**src/rtl/fssd_pkg.sv**
```systemverilog
// Shared widths, register indexes, reset values and types of the SSD best-match search.
package fssd_pkg;

  localparam int unsigned PixW   = 8;
  localparam int unsigned SqW    = 2 * PixW;
  localparam int unsigned SumW   = 40;
  localparam int unsigned LimitW = 16;
  localparam int unsigned BaseW  = 24;
  localparam int unsigned IndexW = 25;
  localparam int unsigned CfgIdxW  = 2;
  localparam int unsigned CfgDataW = SumW;

  localparam logic [CfgIdxW-1:0] CFG_FRAME_LIMIT = 2'd0;
  localparam logic [CfgIdxW-1:0] CFG_INIT_BEST   = 2'd1;
  localparam logic [CfgIdxW-1:0] CFG_BASE_INDEX  = 2'd2;

  localparam logic [LimitW-1:0] FRAME_LIMIT_RST = 16'd250;
  localparam logic [SumW-1:0]   INIT_BEST_RST   = 40'd40000000;
  localparam logic [BaseW-1:0]  BASE_INDEX_RST  = 24'd0;

  typedef struct packed {
    logic [SumW-1:0]   running_sum;
    logic [SumW-1:0]   best_so_far;
    logic [LimitW-1:0] best_offset;
    logic [LimitW-1:0] frame_offset;
    logic              done;
    logic              exact;
  } fssd_next_t;

endpackage

```
**src/rtl/fssd_score.sv**
```systemverilog
// Squared-difference accumulate and end-of-frame best-match decision for one staged beat.
module fssd_score import fssd_pkg::*; (
  input  logic [PixW-1:0]   ref_pixel_i,
  input  logic [PixW-1:0]   cand_pixel_i,
  input  logic              frame_end_i,
  input  logic              size_mismatch_i,
  input  logic [LimitW-1:0] frame_limit_i,
  input  logic [SumW-1:0]   running_sum_i,
  input  logic [SumW-1:0]   best_so_far_i,
  input  logic [LimitW-1:0] best_offset_i,
  input  logic [LimitW-1:0] frame_offset_i,
  output fssd_next_t        next_o
);

  logic [PixW-1:0]   diff;
  logic [SqW-1:0]    sq;
  logic [SumW:0]     sum_ext;
  logic [SumW-1:0]   sum_sat;
  logic [SumW-1:0]   total;
  logic [LimitW-1:0] offset_inc;

  always_comb begin
    diff       = (cand_pixel_i >= ref_pixel_i) ? (cand_pixel_i - ref_pixel_i)
                                                : (ref_pixel_i - cand_pixel_i);
    sq         = {{PixW{1'b0}}, diff} * {{PixW{1'b0}}, diff};
    sum_ext    = {1'b0, running_sum_i} + {{(SumW + 1 - SqW){1'b0}}, sq};
    sum_sat    = sum_ext[SumW] ? {SumW{1'b1}} : sum_ext[SumW-1:0];
    total      = size_mismatch_i ? running_sum_i : sum_sat;
    offset_inc = frame_offset_i + {{(LimitW - 1){1'b0}}, 1'b1};

    next_o.running_sum  = total;
    next_o.best_so_far  = best_so_far_i;
    next_o.best_offset  = best_offset_i;
    next_o.frame_offset = frame_offset_i;
    next_o.done         = 1'b0;
    next_o.exact        = 1'b0;

    if (frame_end_i) begin
      next_o.running_sum = '0;
      if (!size_mismatch_i) begin
        if (total == '0) begin
          next_o.best_offset = frame_offset_i;
          next_o.best_so_far = '0;
          next_o.exact       = 1'b1;
          next_o.done        = 1'b1;
        end else if (total < best_so_far_i) begin
          next_o.best_offset = frame_offset_i;
          next_o.best_so_far = total;
        end
      end
      if (!next_o.exact) begin
        next_o.frame_offset = offset_inc;
        if ((offset_inc == '0) || (offset_inc >= frame_limit_i)) begin
          next_o.done = 1'b1;
        end
      end
    end
  end

endmodule

```
**src/rtl/frame_ssd_best_match_search.sv**
```systemverilog
// Top level of the SSD best-match frame search: input stage, search state and result register.
//
// Pixel-pair beats enter on the input channel (in_valid_i / in_stall_o) in frame order,
// with frame_end_i on the last byte of each candidate frame. Each beat is captured in an
// input register and scored in the next cycle: unless size_mismatch_i is set, its squared
// difference joins a saturating 40-bit sum and a frame end compares the sum with the best so far.
// When the search ends (exact match or frame limit reached) one result beat is loaded
// into the output register and presented on out_valid_o / out_stall_i; the search state
// then rearms for the next search.
// A final beat passes through the input register and then the output register. One beat is
// taken every cycle unless in_stall_o is high; the scoring stage, a single 8x8 square and 40-bit
// add and compare, sets that rate. While a result waits under out_stall_i, non-final beats keep
// flowing; a beat that would produce a second result holds in the input register and raises
// in_stall_o until the output register is taken. Configuration writes (cfg_we_i, cfg_idx_i,
// cfg_wdata_i) take effect at once and must be made by the user while the block is idle;
// the block does not enforce this. Reset loads the register defaults and clears the valid flags.
module frame_ssd_best_match_search import fssd_pkg::*; (
  input  logic                clk_i,
  input  logic                rst_ni,
  input  logic                cfg_we_i,
  input  logic [CfgIdxW-1:0]  cfg_idx_i,
  input  logic [CfgDataW-1:0] cfg_wdata_i,
  input  logic                in_valid_i,
  output logic                in_stall_o,
  input  logic [PixW-1:0]     ref_pixel_i,
  input  logic [PixW-1:0]     cand_pixel_i,
  input  logic                frame_end_i,
  input  logic                size_mismatch_i,
  output logic                out_valid_o,
  input  logic                out_stall_i,
  output logic [IndexW-1:0]   found_index_o,
  output logic [SumW-1:0]     best_sum_o,
  output logic                exact_match_o
);

  logic [LimitW-1:0] frame_limit_q;
  logic [SumW-1:0]   init_best_q;
  logic [BaseW-1:0]  base_index_q;

  logic [SumW-1:0]   running_sum_q;
  logic [SumW-1:0]   best_so_far_q;
  logic [LimitW-1:0] best_offset_q;
  logic [LimitW-1:0] frame_offset_q;

  logic              stg_valid_q;
  logic [PixW-1:0]   stg_ref_q;
  logic [PixW-1:0]   stg_cand_q;
  logic              stg_end_q;
  logic              stg_skip_q;

  logic              out_valid_q;
  logic [IndexW-1:0] found_index_q;
  logic [SumW-1:0]   best_sum_q;
  logic              exact_q;

  fssd_next_t        nx;
  logic              advance;
  logic              in_ready;
  logic [IndexW-1:0] found_index_d;

  fssd_score u_score (
    .ref_pixel_i     (stg_ref_q),
    .cand_pixel_i    (stg_cand_q),
    .frame_end_i     (stg_end_q),
    .size_mismatch_i (stg_skip_q),
    .frame_limit_i   (frame_limit_q),
    .running_sum_i   (running_sum_q),
    .best_so_far_i   (best_so_far_q),
    .best_offset_i   (best_offset_q),
    .frame_offset_i  (frame_offset_q),
    .next_o          (nx)
  );

  assign advance       = stg_valid_q && (!nx.done || !out_valid_q || !out_stall_i);
  assign in_ready      = !stg_valid_q || advance;
  assign in_stall_o    = !in_ready;
  assign found_index_d = {1'b0, base_index_q} + {{(IndexW - LimitW){1'b0}}, nx.best_offset};

  always_ff @(posedge clk_i or negedge rst_ni) begin
    if (!rst_ni) begin
      stg_valid_q <= 1'b0;
    end else if (in_ready) begin
      stg_valid_q <= in_valid_i;
    end
  end

  always_ff @(posedge clk_i) begin
    if (in_ready && in_valid_i) begin
      stg_ref_q  <= ref_pixel_i;
      stg_cand_q <= cand_pixel_i;
      stg_end_q  <= frame_end_i;
      stg_skip_q <= size_mismatch_i;
    end
  end

  always_ff @(posedge clk_i or negedge rst_ni) begin
    if (!rst_ni) begin
      frame_limit_q  <= FRAME_LIMIT_RST;
      init_best_q    <= INIT_BEST_RST;
      base_index_q   <= BASE_INDEX_RST;
      running_sum_q  <= '0;
      best_so_far_q  <= INIT_BEST_RST;
      best_offset_q  <= '0;
      frame_offset_q <= '0;
    end else begin
      if (advance) begin
        if (nx.done) begin
          running_sum_q  <= '0;
          best_so_far_q  <= init_best_q;
          best_offset_q  <= '0;
          frame_offset_q <= '0;
        end else begin
          running_sum_q  <= nx.running_sum;
          best_so_far_q  <= nx.best_so_far;
          best_offset_q  <= nx.best_offset;
          frame_offset_q <= nx.frame_offset;
        end
      end
      if (cfg_we_i) begin
        unique case (cfg_idx_i)
          CFG_FRAME_LIMIT: begin
            frame_limit_q <= cfg_wdata_i[LimitW-1:0];
          end
          CFG_INIT_BEST: begin
            init_best_q <= cfg_wdata_i[SumW-1:0];
            if (frame_offset_q == '0) begin
              best_so_far_q <= cfg_wdata_i[SumW-1:0];
            end
          end
          CFG_BASE_INDEX: begin
            base_index_q <= cfg_wdata_i[BaseW-1:0];
          end
          default: begin
          end
        endcase
      end
    end
  end

  always_ff @(posedge clk_i or negedge rst_ni) begin
    if (!rst_ni) begin
      out_valid_q <= 1'b0;
    end else if (advance && nx.done) begin
      out_valid_q <= 1'b1;
    end else if (!out_stall_i) begin
      out_valid_q <= 1'b0;
    end
  end

  always_ff @(posedge clk_i) begin
    if (advance && nx.done) begin
      found_index_q <= found_index_d;
      best_sum_q    <= nx.best_so_far;
      exact_q       <= nx.exact;
    end
  end

  assign out_valid_o   = out_valid_q;
  assign found_index_o = found_index_q;
  assign best_sum_o    = best_sum_q;
  assign exact_match_o = exact_q;

endmodule

```
**config.mk**
```make
export PLATFORM = sky130hd
export DESIGN_NAME = frame_ssd_best_match_search
export DESIGN_NICKNAME = d
export VERILOG_FILES = /design/src/rtl/fssd_pkg.sv /design/src/rtl/fssd_score.sv /design/src/rtl/frame_ssd_best_match_search.sv
export SDC_FILE = /design/constraint.sdc
export NUM_CORES = 1
export LEC_CHECK = 0
export BUFFER_PORTS_ARGS = -buffer_cell sky130_fd_sc_hd__buf_4
export CORE_AREA = 3 3 182 184
export CTS_BUF_LIST = sky130_fd_sc_hd__clkbuf_4 sky130_fd_sc_hd__clkbuf_8 sky130_fd_sc_hd__clkbuf_16
export CTS_CLUSTER_DIAMETER = 40
export DETAILED_ROUTE_END_ITERATION = 8
export DIE_AREA = 0 0 185 187
export GPL_ROUTABILITY_DRIVEN = 1
export PLACE_DENSITY = 0.78
export SLEW_MARGIN = 10
export SYNTH_ARGS = -nofsm -noshare
export SYNTH_HDL_FRONTEND = slang
export SYNTH_HIERARCHICAL = 1
export SYNTH_SLANG_ARGS = --single-unit
```
**constraint.sdc**
```tcl
create_clock -name clk_i -period 17.55 [get_ports clk_i]
set_input_delay 1.755 -clock clk_i [delete_from_list [all_inputs] [get_ports clk_i]]
set_output_delay 1.755 -clock clk_i [all_outputs]
set_load 0.005 [all_outputs]
```
; ---- After elaboration in Yosys (flattened, before gate mapping)
; Cells that the tools add are included.
[op_classes]
addsub = 5
n_mul = 1
n_lt_le_gt_ge = 3
n_eq_ne = 4
mux = 22
n_reduce_logical = 21
[ops]
columns = operator, count
row1 = 2-to-1 mux 40 bit, 8
row2 = 2-to-1 mux 56 bit, 3
row3 = 2-to-1 mux 114 bit, 1
row4 = adder 40 x 16 -> 41 bit, 1
row5 = zero test 40 bit, 1
row6 = < comparator 40 bit, 1
row7 = zero test 16 bit, 2
row8 = 2-to-1 mux 16 bit, 2
row9 = adder 24 x 16 -> 25 bit, 1
row10 = 2-to-1 mux 17 bit, 1
row11 = "adder 16 x 1 -> 16 bit, second input constant", 1
row12 = greater-or-equal comparator 16 bit, 1
row13 = multiplier 8 x 8 -> 16 bit, 1
row14 = subtractor 8 bit, 2
row15 = greater-or-equal comparator 8 bit, 1
row16 = 2-to-1 mux 8 bit, 1
row17 = 2-to-1 mux 2 bit, 3
row18 = AND reduction 2 bit, 3
row19 = zero test 1 bit, 5
row20 = logical OR 1 bit, 4
row21 = logical AND 1 bit, 3
row22 = 2-to-1 mux 1 bit, 3
row23 = AND reduction 3 bit, 1
row24 = "== test 2 x 1 -> 1 bit, second input constant", 1
row25 = 5 further kinds, 5
[totals]
register_bits = 278
out_inout_bits = 68

; ---- Logic depth before layout (Yosys ltp)
[depth]
depth_word = 21
ltp_mapped = 52
ltp_nobuf = 50

; ---- Modules after synthesis
; Netlist, hierarchy kept.
[by_module_without_submodules]
columns = mod, n_inst, cells_per_inst, area_each_um2, seq_area_each_um2
row1 = frame_ssd_best_match_search, 1, 836, 11333.4, 7404.6
row2 = fssd_score, 1, 1027, 7468.4, 0.0

; ---- Worst setup path before layout
; OpenSTA, ideal clock, no wires.
[synth_path]
path_kind = reg2reg
start = register stg_cand_q[0]
end = register found_index_q[16] (netlist: found_index_o[16]), data pin
setup_ps = 266
arrival_ps = 10947
required_time_ps = 17284
path_slack_ps = 6338
stages_incl_launch_ff = 50
path_buffers = 4
cell_sequence = edfxtp_1 > inv_1 > ha_1 > inv_1 > fa_1 > a21o_1 > a2111oi_0 > o21ai_1 > mux2i_1 > o211ai_1 > a31oi_1 > o21ai_1 > xnor2_1 > nor2_1 > fa_1 > fa_1 > fa_1 > inv_1 > (+14 left out) > a21o_1 > a21o_1 > a21o_1 > a21oi_1 > nor2_1 > a311oi_1 > o311ai_1 > o21a_1 > buf_6 > mux2_1 > ha_1 > fa_1 > a21oi_1 > o22a_1 > a21oi_1 > a31oi_1 > a21boi_0 > xor2_1
[synth_lines]
columns = element, line
row1 = from (decl), frame_ssd_best_match_search.sv:47  ; logic [PixW-1:0] stg_cand_q;
row2 = from (signal assigned), frame_ssd_best_match_search.sv:90  ; stg_cand_q <= cand_pixel_i;
row3 = to (signal assigned), frame_ssd_best_match_search.sv:152  ; found_index_q <= found_index_d;
row4 = to (decl), frame_ssd_best_match_search.sv:52  ; logic [IndexW-1:0] found_index_q;

==> flow_metrics.py <==
metrics = {
    "run_status": {
        "status": "complete, no violations",
    },
    "synth": {
        "synth_top_area_share_pct": 22.9,
        "syn_nets": 2099,
        "yosysTopAreaCell": "dfrtp_1",
        "synth_edf_count": 84,
        "synthCells": 1863,
        "async_flop_share_pct": 69.8,
        "synth-main-ff-cell": "dfrtp_1",
        "ys_seq_area_share_pct": 39.4,
        "syn_area_um2": 18800,
        "ys.warnings.count": 6,
        "ys_ff_latch": 278,
        "syn_avg_cell_area_um2": 10.1,
        "ys_types": 80,
        "ys_top_cells_by_area": "dfrtp_1 (23%), edfxtp_1 (13%), ha_1 (8.7%)",
    },
    "route": {
        "drtIter0Drc": 1335,
        "vias_per_cell": 6.23,
        "vias": 14900,
        "wl_per_cell_um": 20.9,
        "route.detailed.drc": 0,
        "wl_um": 50100,
        "dr.pass1.iters": 5,
        "antenna_left": 0,
    },
    "floorplanning": {
        "core_um2": 31600,
        "start_util_pct": 59.6,
        "fp.dieW_um": 185,
        "dieArea_um2": 34600,
        "die_h_um": 187,
        "rows": 65,
        "ios": 133,
    },
    "clocking": {
        "clkSinkCount": 278,
        "h-tree-depth": 2,
        "cts_buffers": 41,
        "cts_root_buffer": "clkbuf_16",
        "hold_buffers": 0,
        "cts.path.max_buffers": 3,
        "cts_tree": "yes",
        "cts_resized": 0,
        "clk_pin_slew_ps": 60,
        "clk_latency_ps": 540,
        "cts_setup_buffers": 0,
    },
    "setup_path": {
        "slowest_stage": "o311ai_1",
        "reg2reg_depth": 45,
        "critPathBufInv": 6,
        "worstReg2RegEnd": "found_index_o[18]",
        "r2r_start": "stg_cand_q[0]",
        "max_stage_delay_ps": 580,
        "critical_path.top_delay_family": "compound AO/OA/AOI/OAI gates",
        "crit_fanout": 39,
        "crit_required_ps": 17830,
        "cp-start-kind": "flip-flop",
        "cp.arrival_ps": 13830,
        "critPathKind": "flip-flop to flip-flop",
        "rrSetupSlack_ps": 3990,
        "end_kind": "flip-flop",
    },
    "timing": {
        "setup_tns_ps": 0,
        "hold_viol_final": 0,
        "worst_slew_pin_slew_ps": 1120,
        "relSlewSlack_pct": 25.3,
        "timing.fmax_ghz": 0.0738,
        "fin_worst_skew_ps": 24.1,
        "post-route-min-period_ps": 13560,
        "setup_viol": 0,
        "rsz0062_at_grt": "no",
        "postLayoutSetupSlackWorst_ps": 3990,
        "maxSlewViolCount": 0,
        "post-route-period-util_pct": 77.2,
    },
    "global_routing": {
        "antenna_found_initial": 0,
        "grt_pass1_vias": 15000,
        "grt_pass1_wl_um": 80100,
        "grt_overflow": 0,
        "grt_max_degree": 91,
        "grt_util_all_layers_pct": 28.7,
    },
    "run": {
        "max_cap_viol_count": 0,
    },
    "power_and_ir_drop": {
        "vdd_ir_drop_max_uv": 186,
        "p_leak_uw": 0.00992,
        "power_uw": 4130,
        "power.density_nw_per_um2": 193,
    },
    "finish": {
        "multi_input_area_um2": 10300,
        "final_nets": 2199,
        "mostFrequentLayoutCell": "inv_1",
        "area_growth_syn_to_layout_pct": 14.1,
        "diodes": 0,
        "regArea_um2": 7400,
        "layout_common_cells": "inv_1 (184), dfrtp_1 (172), buf_4 (147)",
        "fill_cells": 2436,
        "drive_gt1_share_pct": 18.1,
    },
    "placed_design": {
        "io_buffers": 132,
        "place_ws_ps": 4310,
        "place.gp.congestion": 0.918,
        "hpwl_um": 35800,
    },
    "min_path": {
        "holdPathEnd": "best_offset_q[13]",
        "hold_path.class": "flip-flop to flip-flop",
        "holdPathStages": 1,
        "hp-start": "best_offset_q[13]",
    },
}
[worst max path at each step]
stage	slack, ps	end	cells after the start	startpoint
after global placement	4740	found_index_o[14]	43	stg_cand_q[0]
after floorplan	6340	found_index_o[16]	49	stg_cand_q[0]
after CTS	4250	found_index_o[20]	43	stg_cand_q[0]
final	3990	found_index_o[18]	45	stg_cand_q[0]
after detailed placement	4310	found_index_o[24]	43	stg_cand_q[0]
after global routing	3280	found_index_o[14]	45	stg_cand_q[0]
[power breakdown]
group	switching [µW]	total, µW	leakage [µW]	internal [µW]
Combinational	1450	2400	0.00600	957
Clock	316	832	0.000694	516
Sequential	92.4	893	0.00323	801
Total	1860	4130	0.00992	2270
[per-stage QoR]
stage | std cells | hold slack, ps | utilization, % | area, µm²
global route | 2398 | 518 | 68.0 | 21400
finish | 2398 | 499 | 68.0 | 21400
floorplan | 1863 | 468 | - | 18800
global placement | 2322 | 484 | 63.5 | 20000
detailed placement | 2322 | 488 | 63.5 | 20000
CTS | 2398 | 504 | 68.0 | 21400
[Yosys cell counts (4+ instances only)]
cell	instances
a2111oi_0	4
a211oi_1	14
a21o_1	37
a21oi_1	119
a22o_1	111
a31oi_1	7
and2_1	11
and3_1	29
and4_1	7
buf_2	18
buf_6	6
clkbuf_1	62
dfrtp_1	172
dfstp_2	22
edfxtp_1	84
fa_1	40
ha_1	131
inv_1	184
mux2_1	16
mux2_2	83
mux2i_1	54
nand2_1	129
nand2b_1	13
nand3_1	18
nand3b_1	7
nand4_1	22
nor2_1	118
nor2b_1	23
nor3_1	17
nor4_1	12
nor4_4	4
o2111a_1	4
o2111ai_1	6
o211ai_1	22
o21a_1	10
o21ai_0	74
o21ai_1	10
or2_2	7
or3_1	5
or4_1	5
xnor2_1	48
xor2_1	34
[final cells by class]
cell class,instances,share of cell area (%)
Sequential cell,278,34.5
Inverter,184,3.22
Timing Repair Buffer,148,5.21
Tap cell,402,2.35
Clock inverter,24,1.05
Multi-Input combinational cell,1310,48.1
Clock buffer,52,5.52
[flip-flops by register name, summed over array words and instances, names as in the netlist]
| register | cells |
|---|---|
| out_valid_o | 1 |
| exact_match_o | 1 |
| running_sum_q | 40 |
| init_best_q | 40 |
| frame_limit_q | 16 |
| stg_ref_q | 8 |
| base_index_q | 24 |
| stg_cand_q | 8 |
| best_offset_q | 16 |
| stg_end_q | 1 |
| stg_skip_q | 1 |
| frame_offset_q | 16 |
| stg_valid_q | 1 |
| best_sum_o | 40 |
| found_index_o | 25 |
| best_so_far_q | 40 |
[cell families after synthesis]
kind of cell	after synthesis	synth area share, %
AO/OA/AOI/OAI	465	17.2
AND/OR/NAND/NOR	439	11.9
flip-flops	278	39.4
buffers and inverters	275	5.89
adder cells (fa/ha/maj)	171	13.0
multiplexers	153	8.80
XOR/XNOR	82	3.82
[metal layers]
metal / global-route usage [%] / vias up / wire length [µm]
li1: - / 6883 / -
met5: 0 / - / 0
met1: 39.2 / 7373 / 21200
met4: 9.67 / 0 / 1670
met3: 3.73 / 118 / 2810
met2: 47.4 / 554 / 24400
Power figures use the tool's default switching activity.
